==> config.mk <==
export PLATFORM = sky130hd
export DESIGN_NAME = mbet_queue
export DESIGN_NICKNAME = d
export VERILOG_FILES = /design/src/rtl/mbet_pkg.sv /design/src/rtl/mbet_queue.sv
export SDC_FILE = /design/constraint.sdc
export NUM_CORES = 1
export LEC_CHECK = 0
export BUFFER_PORTS_ARGS = -buffer_cell sky130_fd_sc_hd__buf_2
export CAP_MARGIN = 20
export CORE_MARGIN = 2
export CORE_UTILIZATION = 40
export DETAILED_ROUTE_END_ITERATION = 8
export PLACE_DENSITY = 0.75
export SYNTH_ARGS = -nofsm -noshare
export SYNTH_HDL_FRONTEND = slang
export SYNTH_SLANG_ARGS = --single-unit
export TNS_END_PERCENT = 100
==> constraint.sdc <==
create_clock -name clk -period 3.8 [get_ports clk]
set_input_delay 0.19 -clock clk [delete_from_list [all_inputs] [get_ports clk]]
set_output_delay 0.19 -clock clk [all_outputs]
set_load 0.01 [all_outputs]
==> src/rtl/mbet_pkg.sv <==
// ----------------------------------------------------------------------------
// mbet_pkg
// Shared widths, register indexes, job type and colour tables for the
// escape-time pixel unit.
// ----------------------------------------------------------------------------
package mbet_pkg;

  localparam int PIXEL_W     = 10;
  localparam int COORD_W     = 32;
  localparam int ITER_W      = 12;
  localparam int COLOR_W     = 8;
  localparam int CFG_INDEX_W = 3;
  localparam int CFG_DATA_W  = 32;

  // register indexes on the configuration channel
  localparam logic [CFG_INDEX_W-1:0] REG_X_MIN    = 3'd0;
  localparam logic [CFG_INDEX_W-1:0] REG_X_STEP   = 3'd1;
  localparam logic [CFG_INDEX_W-1:0] REG_Y_MIN    = 3'd2;
  localparam logic [CFG_INDEX_W-1:0] REG_Y_STEP   = 3'd3;
  localparam logic [CFG_INDEX_W-1:0] REG_MAX_ITER = 3'd4;

  localparam logic signed [COORD_W-1:0] X_MIN_RST  = -32'sd536870912;
  localparam logic signed [COORD_W-1:0] X_STEP_RST = 32'sd786432;
  localparam logic signed [COORD_W-1:0] Y_MIN_RST  = -32'sd268435456;
  localparam logic signed [COORD_W-1:0] Y_STEP_RST = 32'sd524288;
  localparam logic [ITER_W-1:0]         MAX_ITER_RST = 12'd100;

  localparam int QUEUE_DEPTH = 2;
  localparam int QUEUE_PTR_W = $clog2(QUEUE_DEPTH);

  // one point handed from the mapper to the iteration engine
  typedef struct packed {
    logic signed [COORD_W-1:0] c_re;
    logic signed [COORD_W-1:0] c_im;
    logic [ITER_W-1:0]         max_iter;
  } job_t;

  localparam int TABLE_LEN   = 50;
  localparam int TABLE_IDX_W = 6;

  // 127*(1+sin(2*pi*n/50)) and 127*(1+cos(2*pi*n/50)), truncated
  localparam logic [COLOR_W-1:0] SIN_TAB [TABLE_LEN] = '{
    8'd127, 8'd142, 8'd158, 8'd173, 8'd188, 8'd201, 8'd213, 8'd224, 8'd234, 8'd241,
    8'd247, 8'd251, 8'd253, 8'd253, 8'd251, 8'd247, 8'd241, 8'd234, 8'd224, 8'd213,
    8'd201, 8'd188, 8'd173, 8'd158, 8'd142, 8'd127, 8'd111, 8'd95,  8'd80,  8'd65,
    8'd52,  8'd40,  8'd29,  8'd19,  8'd12,  8'd6,   8'd2,   8'd0,   8'd0,   8'd2,
    8'd6,   8'd12,  8'd19,  8'd29,  8'd40,  8'd52,  8'd65,  8'd80,  8'd95,  8'd111
  };

  localparam logic [COLOR_W-1:0] COS_TAB [TABLE_LEN] = '{
    8'd254, 8'd252, 8'd250, 8'd245, 8'd238, 8'd229, 8'd219, 8'd207, 8'd195, 8'd181,
    8'd166, 8'd150, 8'd134, 8'd119, 8'd103, 8'd87,  8'd72,  8'd58,  8'd46,  8'd34,
    8'd24,  8'd15,  8'd8,   8'd3,   8'd1,   8'd0,   8'd1,   8'd3,   8'd8,   8'd15,
    8'd24,  8'd34,  8'd46,  8'd58,  8'd72,  8'd87,  8'd103, 8'd119, 8'd134, 8'd150,
    8'd166, 8'd181, 8'd195, 8'd207, 8'd219, 8'd229, 8'd238, 8'd245, 8'd250, 8'd252
  };

  // fold an 8-bit phase count into the table range
  function automatic logic [TABLE_IDX_W-1:0] table_index(input logic [7:0] v);
    logic [7:0] r;
    r = v;
    for (int i = 0; i < 5; i++) begin
      if (r >= 8'(TABLE_LEN)) begin
        r = r - 8'(TABLE_LEN);
      end
    end
    return r[TABLE_IDX_W-1:0];
  endfunction

  // advance a table index by half a period
  function automatic logic [TABLE_IDX_W-1:0] half_turn(input logic [TABLE_IDX_W-1:0] idx);
    logic [TABLE_IDX_W:0] s;
    s = {1'b0, idx} + (TABLE_IDX_W+1)'(TABLE_LEN / 2);
    if (s >= (TABLE_IDX_W+1)'(TABLE_LEN)) begin
      s = s - (TABLE_IDX_W+1)'(TABLE_LEN);
    end
    return s[TABLE_IDX_W-1:0];
  endfunction

endpackage

==> src/rtl/mbet_queue.sv <==
// ----------------------------------------------------------------------------
// mbet_queue
// Short FIFO of mapped points between the mapper and the iteration engine.
// ----------------------------------------------------------------------------
module mbet_queue import mbet_pkg::*; (
  input  logic clk,
  input  logic rst,
  input  logic push_valid,
  output logic push_ready,
  input  job_t push_job,
  output logic pop_valid,
  input  logic pop_ready,
  output job_t pop_job
);

  job_t                   entries [QUEUE_DEPTH];
  logic [QUEUE_PTR_W-1:0] wr_ptr;
  logic [QUEUE_PTR_W-1:0] rd_ptr;
  logic [QUEUE_PTR_W:0]   fill;
  logic                   do_push;
  logic                   do_pop;

  assign push_ready = (fill != (QUEUE_PTR_W+1)'(QUEUE_DEPTH));
  assign pop_valid  = (fill != '0);
  assign pop_job    = entries[rd_ptr];
  assign do_push    = push_valid && push_ready;
  assign do_pop     = pop_valid && pop_ready;

  always_ff @(posedge clk) begin
    if (rst) begin
      wr_ptr <= '0;
      rd_ptr <= '0;
      fill   <= '0;
    end else begin
      if (do_push) begin
        wr_ptr <= QUEUE_PTR_W'(wr_ptr + 1'b1);
      end
      if (do_pop) begin
        rd_ptr <= QUEUE_PTR_W'(rd_ptr + 1'b1);
      end
      if (do_push && !do_pop) begin
        fill <= (QUEUE_PTR_W+1)'(fill + 1'b1);
      end else if (do_pop && !do_push) begin
        fill <= (QUEUE_PTR_W+1)'(fill - 1'b1);
      end
    end
  end

  always_ff @(posedge clk) begin
    if (do_push) begin
      entries[wr_ptr] <= push_job;
    end
  end

endmodule

==> results_dict.tcl <==
set metrics [dict create \
    fin_area_mm2 0.00807 \
    dieWidth_um 123 \
    via_count 3257 \
    placed_cell_area_mm2 0.00668 \
    routed_wl_um 11000 \
    worst_clock_skew_ps 5.22 \
    cts_tree "yes" \
    fin_total_pwr_uw 5080 \
    r2r_slack_ps 1720 \
    tightest_slew_ps 1030 \
    clock-sinks 157 \
    reg2reg_to "entries[0][16]$_DFFE_PP_" \
    core_region_area_mm2 0.0139 \
    die-area_mm2 0.0152 \
    ys.warnings.count 0 \
    grt-ovfl-total 0 \
    cp-endpoint "pop_job[50]" \
    hold_path.class "in2reg" \
    drt-initial-drc-count 149 \
    ys_top_cells_by_area "edfxtp_1 80%, mux2_2 15%, dfxtp_1 1.8%, buf_6 0.79%, xor2_1 0.46%" \
    fill_cells 1050 \
    io_pins 158 \
    grt_pass1_vias 3299 \
    antenna_found_initial 0 \
    firstDrtPassIters 4 \
    start_kind "flop" \
    diodes 0 \
    cpPeakStageDelay_ps 1000 \
    slew_viol_final 0 \
    drc_errors 0 \
    cp.arrival_ps 2040 \
    fmax_mhz 448 \
    cp_max_fo 76 \
    synthFlopType "edfxtp_1" \
    worstPathRequired_ps 3610 \
    ir_drop_mv 0.342 \
    ctsResizeCount 0 \
    clkTransAtPathRegs_ps 60 \
    critical_path_class "reg2out" \
    final-setup-viol-count 0 \
    synth.distinct_cells 19 \
    die_h_um 123 \
    netlist.area_leader.share_pct 79.9 \
    crit_cells 2 \
    rr_startpoint "fill[0]$_SDFFE_PP0P_" \
    wire_per_inst_um 15.7 \
    drive_gt1_share_pct 51.6 \
    status "completed" \
    whs_ps 135 \
    power.density_mw_per_mm2 630 \
    fin_tns_setup_ps 0 \
    htree_num_levels 4 \
    grt_pass1_wl_um 16200 \
    synth_seq_cells 157 \
    syn_nets 341 \
    cp-end-kind "output pin" \
    synthTopCellsByCount "152 x edfxtp_1, 76 x mux2_2, 5 x dfxtp_1, 4 x buf_6" \
    gp_congestion 0.657 \
    clk_latency_ps 400 \
    yosysTopAreaCell "edfxtp_1" \
    finalHoldViolCount 0 \
    ctsHoldBuffers 77 \
    grt_max_degree 77 \
    crit_chain "mux2_2 -> buf_2" \
    cts_setup_buffers 0 \
    syn_to_final_growth_pct 41.3 \
    syn-cell-area_mm2 0.00571 \
    track_usage_pct 14.6 \
    numCtsBuffers 17 \
    vias_per_cell 4.65 \
    synthArstFlopShare_pct 0 \
    critPathBufInv 1 \
    port-buffer-count 157 \
    cts_root_buffer "clkbuf_16" \
    hpwl_um 6180 \
    num-nets-final 589 \
    final_util_pct 57.9 \
    critical-path-top-delay-family "flip-flops" \
    leakagePower_uw 0.00305 \
    rows 43 \
    min_period_ps 2230 \
    synth.most_common_cell "edfxtp_1" \
    fin_crit_sh_pct 58.8 \
    slew_headroom_pct 31.5 \
    netlist_instances 260 \
    synth_seq_area_share_pct 81.7 \
    avgSynthCellArea_um2 22.0 \
    rr_worst_depth 4 \
    start_util_pct 41.0 \
    cts.path.max_buffers 2 \
    synth_edf_count 152 \
    crit_slowest_cell "dfxtp_4" \
    rsz0062_at_grt "no" \
    max_cap_viol_count 0 \
    ant_nets 0 \
]
[tightest hold or removal path, stage by stage]
cell and delay [ps]:
buf_2 120, a21bo_2 130, a21oi_1 50
[metrics by stage]
step,instances,setup WS (ps)
global route,701,1440
floorplan,260,893
detailed placement,591,1690
CTS,700,1510
global placement,591,1760
finish,701,1570
[logic make-up (layout without fill, tap and decap cells)]
logic type | after synthesis | after routing | synth area share (%)
flip-flops | 157 | 157 | 81.7
multiplexers | 76 | 76 | 15.0
AND/OR/NAND/NOR | 9 | 9 | 0.877
buffers and inverters | 9 | 270 | 1.25
AO/OA/AOI/OAI | 5 | 5 | 0.526
XOR/XNOR | 3 | 3 | 0.460
adder cells (fa/ha/maj) | 1 | 1 | 0.219
[flip-flops by register name (all words and copies together) (netlist names), named ones only]
signal,count
fill,2
entries,152
wr_ptr,1
rd_ptr,1
[layer usage]
metal  GRT usage (%)  vias to the layer above  share of wire, %
met3            5.40                       11               5.5
li1                -                     1531                 -
met1            15.9                     1605                40
met5               0                        -                 0
met2            25.3                      110                53
met4            6.46                        0               1.6
[layout make-up]
class	count	area, µm²	area share [%]
timing repair buffer	237	1590	19.7
multi-input combinational	94	980	12.1
inverter	1	5.00	0.0620
clock inverter	8	118	1.46
tap	180	225	2.79
sequential	157	4670	57.9
clock buffer	24	482	5.97
[worst min path at each step]
stage | startpoint | to | slack, ps | depth (start not counted)
2_1_floorplan | rst | fill[1]$_SDFFE_PP0P_ | 260 | 1
3_3_place_gp | push_job[9] | entries[1][9]$_DFFE_PP_ | 380 | 1
3_5_place_dp | push_job[44] | entries[1][44]$_DFFE_PP_ | 380 | 1
4_1_cts | push_valid | wr_ptr$_SDFFE_PP0P_ | 110 | 3
5_1_grt | push_valid | wr_ptr$_SDFFE_PP0P_ | 130 | 3
6_report | push_valid | wr_ptr$_SDFFE_PP0P_ | 140 | 3
[cells in the final DEF, fill, tap and decap left out, types with 2 or more instances in the layout]
cell,count
clkbuf_1,4
mux2_2,76
edfxtp_1,152
buf_4,2
xor2_1,3
clkbuf_8,3
clkbuf_16,17
o21ai_0,2
dfxtp_1,4
nor2_1,3
clkinv_2,5
buf_2,157
a21oi_1,2
dlygate4sd3_1,77
bufinv_16,3
[where the power goes]
| part | total (µW) | internal, µW | switching, µW |
|---|---|---|---|
| Combinational | 1070 | 565 | 503 |
| Sequential | 2330 | 2170 | 162 |
| Clock | 1690 | 1080 | 606 |
| Total | 5080 | 3810 | 1270 |
Note: power is estimated with default switching activity, not from simulation.
