$ cat src/rtl/mbet_pkg.sv
// ----------------------------------------------------------------------------
// mbet_pkg
// Shared widths, register indexes, job type and colour tables for the
// escape-time pixel unit.
// ----------------------------------------------------------------------------
package mbet_pkg;

  localparam int PIXEL_W     = 10;
  localparam int COORD_W     = 32;
  localparam int ITER_W      = 12;
  localparam int COLOR_W     = 8;
  localparam int CFG_INDEX_W = 3;
  localparam int CFG_DATA_W  = 32;

  // register indexes on the configuration channel
  localparam logic [CFG_INDEX_W-1:0] REG_X_MIN    = 3'd0;
  localparam logic [CFG_INDEX_W-1:0] REG_X_STEP   = 3'd1;
  localparam logic [CFG_INDEX_W-1:0] REG_Y_MIN    = 3'd2;
  localparam logic [CFG_INDEX_W-1:0] REG_Y_STEP   = 3'd3;
  localparam logic [CFG_INDEX_W-1:0] REG_MAX_ITER = 3'd4;

  localparam logic signed [COORD_W-1:0] X_MIN_RST  = -32'sd536870912;
  localparam logic signed [COORD_W-1:0] X_STEP_RST = 32'sd786432;
  localparam logic signed [COORD_W-1:0] Y_MIN_RST  = -32'sd268435456;
  localparam logic signed [COORD_W-1:0] Y_STEP_RST = 32'sd524288;
  localparam logic [ITER_W-1:0]         MAX_ITER_RST = 12'd100;

  localparam int QUEUE_DEPTH = 2;
  localparam int QUEUE_PTR_W = $clog2(QUEUE_DEPTH);

  // one point handed from the mapper to the iteration engine
  typedef struct packed {
    logic signed [COORD_W-1:0] c_re;
    logic signed [COORD_W-1:0] c_im;
    logic [ITER_W-1:0]         max_iter;
  } job_t;

  localparam int TABLE_LEN   = 50;
  localparam int TABLE_IDX_W = 6;

  // 127*(1+sin(2*pi*n/50)) and 127*(1+cos(2*pi*n/50)), truncated
  localparam logic [COLOR_W-1:0] SIN_TAB [TABLE_LEN] = '{
    8'd127, 8'd142, 8'd158, 8'd173, 8'd188, 8'd201, 8'd213, 8'd224, 8'd234, 8'd241,
    8'd247, 8'd251, 8'd253, 8'd253, 8'd251, 8'd247, 8'd241, 8'd234, 8'd224, 8'd213,
    8'd201, 8'd188, 8'd173, 8'd158, 8'd142, 8'd127, 8'd111, 8'd95,  8'd80,  8'd65,
    8'd52,  8'd40,  8'd29,  8'd19,  8'd12,  8'd6,   8'd2,   8'd0,   8'd0,   8'd2,
    8'd6,   8'd12,  8'd19,  8'd29,  8'd40,  8'd52,  8'd65,  8'd80,  8'd95,  8'd111
  };

  localparam logic [COLOR_W-1:0] COS_TAB [TABLE_LEN] = '{
    8'd254, 8'd252, 8'd250, 8'd245, 8'd238, 8'd229, 8'd219, 8'd207, 8'd195, 8'd181,
    8'd166, 8'd150, 8'd134, 8'd119, 8'd103, 8'd87,  8'd72,  8'd58,  8'd46,  8'd34,
    8'd24,  8'd15,  8'd8,   8'd3,   8'd1,   8'd0,   8'd1,   8'd3,   8'd8,   8'd15,
    8'd24,  8'd34,  8'd46,  8'd58,  8'd72,  8'd87,  8'd103, 8'd119, 8'd134, 8'd150,
    8'd166, 8'd181, 8'd195, 8'd207, 8'd219, 8'd229, 8'd238, 8'd245, 8'd250, 8'd252
  };

  // fold an 8-bit phase count into the table range
  function automatic logic [TABLE_IDX_W-1:0] table_index(input logic [7:0] v);
    logic [7:0] r;
    r = v;
    for (int i = 0; i < 5; i++) begin
      if (r >= 8'(TABLE_LEN)) begin
        r = r - 8'(TABLE_LEN);
      end
    end
    return r[TABLE_IDX_W-1:0];
  endfunction

  // advance a table index by half a period
  function automatic logic [TABLE_IDX_W-1:0] half_turn(input logic [TABLE_IDX_W-1:0] idx);
    logic [TABLE_IDX_W:0] s;
    s = {1'b0, idx} + (TABLE_IDX_W+1)'(TABLE_LEN / 2);
    if (s >= (TABLE_IDX_W+1)'(TABLE_LEN)) begin
      s = s - (TABLE_IDX_W+1)'(TABLE_LEN);
    end
    return s[TABLE_IDX_W-1:0];
  endfunction

endpackage

$ cat src/rtl/mbet_if.sv
// ----------------------------------------------------------------------------
// mbet_if
// Valid/ready channels of the escape-time pixel unit: pixel in, result out
// and register writes.
// ----------------------------------------------------------------------------
interface mbet_pixel_if import mbet_pkg::*; ();
  logic               valid;
  logic               ready;
  logic [PIXEL_W-1:0] pixel_x;
  logic [PIXEL_W-1:0] pixel_y;

  modport source (output valid, output pixel_x, output pixel_y, input ready);
  modport sink   (input valid, input pixel_x, input pixel_y, output ready);
endinterface


interface mbet_cfg_if import mbet_pkg::*; ();
  logic                   valid;
  logic                   ready;
  logic [CFG_INDEX_W-1:0] index;
  logic [CFG_DATA_W-1:0]  data;

  modport source (output valid, output index, output data, input ready);
  modport sink   (input valid, input index, input data, output ready);
endinterface

$ cat src/rtl/mbet_front.sv
// ----------------------------------------------------------------------------
// mbet_front
// Holds the view registers, accepts pixels and maps each one to a point c,
// saturated to Q4.28, pushing it with the iteration limit into the queue.
// ----------------------------------------------------------------------------
module mbet_front import mbet_pkg::*; (
  input  logic        clk,
  input  logic        rst,
  mbet_pixel_if.sink  pixel,
  mbet_cfg_if.sink    cfg,
  output logic        push_valid,
  input  logic        push_ready,
  output job_t        push_job
);

  localparam int PROD_W = COORD_W + PIXEL_W + 1;

  logic signed [COORD_W-1:0] x_min;
  logic signed [COORD_W-1:0] x_step;
  logic signed [COORD_W-1:0] y_min;
  logic signed [COORD_W-1:0] y_step;
  logic [ITER_W-1:0]         max_iter;

  logic                      s1_valid;
  logic signed [PROD_W-1:0]  prod_re;
  logic signed [PROD_W-1:0]  prod_im;

  // exact base + offset, clamped to the coordinate range
  function automatic logic signed [COORD_W-1:0] map_sat(
    input logic signed [COORD_W-1:0] base,
    input logic signed [PROD_W-1:0]  offset
  );
    logic signed [PROD_W:0] sum;
    sum = (PROD_W+1)'(base) + (PROD_W+1)'(offset);
    if (sum[PROD_W:COORD_W-1] == {(PROD_W-COORD_W+2){sum[COORD_W-1]}}) begin
      return sum[COORD_W-1:0];
    end else if (sum[PROD_W]) begin
      return {1'b1, {(COORD_W-1){1'b0}}};
    end else begin
      return {1'b0, {(COORD_W-1){1'b1}}};
    end
  endfunction

  assign cfg.ready = 1'b1;

  always_ff @(posedge clk) begin
    if (rst) begin
      x_min    <= X_MIN_RST;
      x_step   <= X_STEP_RST;
      y_min    <= Y_MIN_RST;
      y_step   <= Y_STEP_RST;
      max_iter <= MAX_ITER_RST;
    end else if (cfg.valid) begin
      unique case (cfg.index)
        REG_X_MIN:    x_min    <= cfg.data;
        REG_X_STEP:   x_step   <= cfg.data;
        REG_Y_MIN:    y_min    <= cfg.data;
        REG_Y_STEP:   y_step   <= cfg.data;
        REG_MAX_ITER: max_iter <= cfg.data[ITER_W-1:0];
        default: ;
      endcase
    end
  end

  // stage 1 holds the products until the queue takes the beat
  assign pixel.ready = !s1_valid || push_ready;

  always_ff @(posedge clk) begin
    if (rst) begin
      s1_valid <= 1'b0;
    end else if (pixel.ready) begin
      s1_valid <= pixel.valid;
    end
  end

  always_ff @(posedge clk) begin
    if (pixel.valid && pixel.ready) begin
      prod_re <= $signed({1'b0, pixel.pixel_x}) * x_step;
      prod_im <= $signed({1'b0, pixel.pixel_y}) * y_step;
    end
  end

  assign push_valid        = s1_valid;
  assign push_job.c_re     = map_sat(x_min, prod_re);
  assign push_job.c_im     = map_sat(y_min, prod_im);
  assign push_job.max_iter = max_iter;

endmodule

$ cat src/flat_wrapper.sv
// flat-port wrapper written by rule: the top's interface ports become plain ports
module mbet_front_flat import mbet_pkg::*;
  (clk, rst, push_valid, push_ready, push_job, pixel_valid, pixel_pixel_x, pixel_pixel_y, pixel_ready, cfg_valid, cfg_index, cfg_data, cfg_ready);
  mbet_pixel_if pixel_i ();
  mbet_cfg_if cfg_i ();
  input  logic clk;
  input  logic rst;
  output logic push_valid;
  input  logic push_ready;
  output job_t push_job;
  input wire logic [$bits(pixel_i.valid)-1:0] pixel_valid;
  input wire logic [$bits(pixel_i.pixel_x)-1:0] pixel_pixel_x;
  input wire logic [$bits(pixel_i.pixel_y)-1:0] pixel_pixel_y;
  output wire logic [$bits(pixel_i.ready)-1:0] pixel_ready;
  input wire logic [$bits(cfg_i.valid)-1:0] cfg_valid;
  input wire logic [$bits(cfg_i.index)-1:0] cfg_index;
  input wire logic [$bits(cfg_i.data)-1:0] cfg_data;
  output wire logic [$bits(cfg_i.ready)-1:0] cfg_ready;
  assign pixel_i.valid = pixel_valid;
  assign pixel_i.pixel_x = pixel_pixel_x;
  assign pixel_i.pixel_y = pixel_pixel_y;
  assign pixel_ready = pixel_i.ready;
  assign cfg_i.valid = cfg_valid;
  assign cfg_i.index = cfg_index;
  assign cfg_i.data = cfg_data;
  assign cfg_ready = cfg_i.ready;
  mbet_front u_core (.clk(clk), .rst(rst), .pixel(pixel_i), .cfg(cfg_i), .push_valid(push_valid), .push_ready(push_ready), .push_job(push_job));
endmodule
$ cat config.mk
export PLATFORM = sky130hd
export DESIGN_NAME = mbet_front_flat
export DESIGN_NICKNAME = d
export VERILOG_FILES = /design/src/rtl/mbet_pkg.sv /design/src/rtl/mbet_if.sv /design/src/rtl/mbet_front.sv /design/src/flat_wrapper.sv
export SDC_FILE = /design/constraint.sdc
export NUM_CORES = 2
export LEC_CHECK = 0
export BUFFER_PORTS_ARGS = -buffer_cell sky130_fd_sc_hd__clkbuf_2
export CORE_ASPECT_RATIO = 1.5
export CORE_MARGIN = 1
export CORE_UTILIZATION = 40
export CTS_CLUSTER_SIZE = 24
export DETAILED_ROUTE_END_ITERATION = 10
export PLACE_DENSITY = 0.53
export SETUP_SLACK_MARGIN = 0.15
export SLEW_MARGIN = 20
export SYNTH_ARGS = -nofsm -noshare
export SYNTH_HDL_FRONTEND = slang
export SYNTH_SLANG_ARGS = --single-unit
$ cat constraint.sdc
create_clock -name clk -period 9.15 [get_ports clk]
set_clock_uncertainty 0.2 [all_clocks]
set_input_delay 0 -clock clk [delete_from_list [all_inputs] [get_ports clk]]
set_output_delay 0 -clock clk [all_outputs]
set_load 0.01 [all_outputs]
==> results.sh <==
export IMPL_dp_hpwl_um=82100
export IMPL_post_cts_buffers=0
export IMPL_io_pins=139
export IMPL_synth_edf_count=86
export IMPL_start_kind="register"
export IMPL_power_frac_comb_pct=40.3
export IMPL_ant_nets=0
export IMPL_grt_usage_pct=22.3
export IMPL_cpLargestDelayFamily="adder cells"
export IMPL_crit_slowest_cell="nor4b_1"
export IMPL_setup_violations=0
export IMPL_crit_path_end_kind="register"
export IMPL_final_common_cell="nand2_1"
export IMPL_area_growth_pct=7.76
export IMPL_switching_power_uw=1470
export IMPL_cts_sinks=227
export IMPL_grt_max_degree=80
export IMPL_setup_tns_ns=0
export IMPL_syn_num_nets=5047
export IMPL_seqPwrFrac_pct=31.5
export IMPL_drive_gt1_share_pct=5.26
export IMPL_hold_end="u_core.prod_im[0]"
export IMPL_place_gp_congestion=0.944
export IMPL_fin_nets=5062
export IMPL_route_detailed_drc=0
export IMPL_reg2reg_depth=21
export IMPL_crit_top_cell="fa_1"
export IMPL_rows=133
export IMPL_worst_slack_ns=2.19
export IMPL_p_per_area_nw_per_um2=98.4
export IMPL_power_uw=3780
export IMPL_path_depth=21
export IMPL_grt_pass1_wl_um=159000
export IMPL_cts_tree="done"
export IMPL_detailedPlace_worstSlack_ns=2.16
export IMPL_fillers=8853
export IMPL_coreArea_um2=88000
export IMPL_cts_root_buffer_cell="clkbuf_16"
export IMPL_power_internal_uw=2310
export IMPL_antenna_found_initial=0
export IMPL_io_buffers=137
export IMPL_critical_path_class="register to register"
export IMPL_worstPathArrival_ns=7.14
export IMPL_antenna_cells=0
export IMPL_post_route_util_pct=43.7
export IMPL_drt_wl_total_um=99500
export IMPL_path_cells="nand2_1, fa_1, fa_1, inv_1, fa_1, fa_1, inv_1, fa_1, inv_1, ha_1, a21o_1, a21oi_1, o31ai_1, nor2b_1, nor4b_1, nor3_1, o41ai_1, a21oi_1, o41ai_1, nand4b_1, o311ai_0"
export IMPL_drt_iter0_markers=1230
export IMPL_whs_path_depth=2
export IMPL_grt_pass1_vias=29800
export IMPL_clock_fmax_mhz=144
export IMPL_ir_drop_mv=0.139
export IMPL_worst_path_buf_inv=3
export IMPL_r2r_start="u_core.x_step[9]"
export IMPL_power_leakage_uw=0.0184
export IMPL_clockPowerShare_pct=28.3
export IMPL_rrSetupSlack_ns=2.19
export IMPL_status="complete, no violations"
export IMPL_seqCellArea_um2=5410
export IMPL_min_delay_start="pixel_pixel_y[0]"
export IMPL_avgViaCountPerCell=5.17
export IMPL_clk_pin_slew_ns=0.07
export IMPL_netlist_cell_type_count=84
export IMPL_hold_violations=0
export IMPL_synthFlopType="dfxtp_1"
export IMPL_maxSlewHeadroom_pct=32.5
export IMPL_finalCriticalPeriod_ns=6.96
export IMPL_clkLatencyLatePin_ns=0.58
export IMPL_cts_resized=0
export IMPL_vias=27600
export IMPL_r2r_end="u_core.prod_re[41]"
export IMPL_final_cell_mix="nand2_1 (743), inv_1 (664), fa_1 (548), and2_1 (293), a21oi_1 (291)"
export IMPL_rsz0062_at_grt="no"
export IMPL_worst_slew_pin_transition_ns=1.01
export IMPL_ys_seq_area_share_pct=15.2
export IMPL_layout_worst_path_cycle_share_pct=76.1
export IMPL_ys_ff_latch=227
export IMPL_cp_slowest_stage_delay_ns=0.70
export IMPL_syn_instance_count=4167
export IMPL_min_path_type="input port to register"
export IMPL_multiInputGateArea_um2=26900
export IMPL_die_h_um=368
export IMPL_crit_fanout=11
export IMPL_die_x_um=246
export IMPL_clk_path_buf_depth=3
export IMPL_dieArea_um2=90400
export IMPL_htreeDepth=1
export IMPL_wl_per_cell_um=18.6
export IMPL_cap_violations=0
export IMPL_drtPass1Iterations=5
export IMPL_whs_ns=0.0307
export IMPL_overflow=0
export IMPL_cts_inserted_buffers=25
export IMPL_slew_viol_final=0
export IMPL_initial_core_util_pct=40.5
export IMPL_synth_area_um2=35700
export IMPL_synth_area_per_cell_um2=8.56
export IMPL_switching_share_pct=38.9
export IMPL_synthArstFlopShare_pct=0
export IMPL_required_ns=9.33
export IMPL_yosysWarningCount=0
## registers in the layout (all words and copies together), names as in the netlist
| register | flops |
|---|---|
| u_core.prod_im | 43 |
| u_core.x_min | 32 |
| u_core.y_min | 32 |
| u_core.max_iter | 12 |
| u_core.prod_re | 43 |
| u_core.y_step | 32 |
| u_core.x_step | 32 |
| u_core.push_valid | 1 |
## power groups by stage
stage / sequential [uW] / combinational [uW] / clock, uW
2_1_floorplan: 1180 / 1060 / 0
3_3_place_gp: 1210 / 1500 / 0
3_5_place_dp: 1210 / 1510 / 0
4_1_cts: 1190 / 1530 / 1100
5_1_grt: 1200 / 1690 / 1130
6_report: 1190 / 1520 / 1070
## routing by layer
metal  vias up  wire, um  GRT usage [%]
met1     13800     40200           26.2
met3       154      3240           1.73
met5         -         0              0
li1      13200         -              -
met4         0      3500           7.88
met2       482     52600           42.0
## area by class of cell
| class | instances | area share, % |
|---|---|---|
| Timing Repair Buffer | 204 | 3.44 |
| Inverter | 666 | 6.50 |
| Clock buffer | 31 | 1.74 |
| Multi-Input combinational cell | 3058 | 70.1 |
| Tap cell | 1147 | 3.73 |
| Clock inverter | 15 | 0.469 |
| Sequential cell | 227 | 14.1 |
## logic make-up after synthesis
family                     count (synthesis)  synth area share, %
AOI/OAI and AO/OA                        654                 11.4
xor gates and xnor gates                 159                 3.90
adders and majority gates                820                 40.3
buffers and inverters                    882                 9.37
DFF                                      227                 15.2
muxes                                     71                 2.07
other                                      1               0.0105
and+or+nand+nor                         1353                 17.8
## Yosys cell counts, drive strengths merged (63+ instances only)
library cell,instances,share of area (%)
ha,272,9.5
a21o,91,1.9
and2,295,5.2
xor2,63,1.5
nor2,100,1.1
dfxtp,141,7.9
xnor2,96,2.4
inv,664,7.0
fa,548,31
clkbuf,207,2.2
edfxtp,86,7.2
nand2,743,7.8
o21ai,92,1.3
a21oi,293,4.1
## worst max path at each step
stage / slack [ns] / endpoint / startpoint
after detailed placement: 2.16 / u_core.prod_re[41] / pixel_pixel_x[6]
final: 2.19 / u_core.prod_re[41] / u_core.x_step[9]
after global routing: 1.76 / u_core.prod_re[41] / u_core.x_step[9]
after floorplan: 3.05 / u_core.prod_re[41] / u_core.x_step[5]
after CTS: 2.25 / u_core.prod_re[41] / u_core.x_step[9]
after global placement: 2.16 / u_core.prod_re[41] / pixel_pixel_x[6]
## repair_timing
| item | in CTS | in global routing |
|---|---|---|
| hold endpoints to repair | 185 | 0 |
| hold buffers | 52 | 0 |
| setup endpoints to repair | 0 | 0 |
## through the flow
stage,instance area [um^2],cells
after floorplan,35700,4167
after global placement,37100,5250
after detailed placement,37100,5250
after CTS,38400,5348
after global routing,38400,5348
final,38400,5348
(Power assumes the default switching activity.)
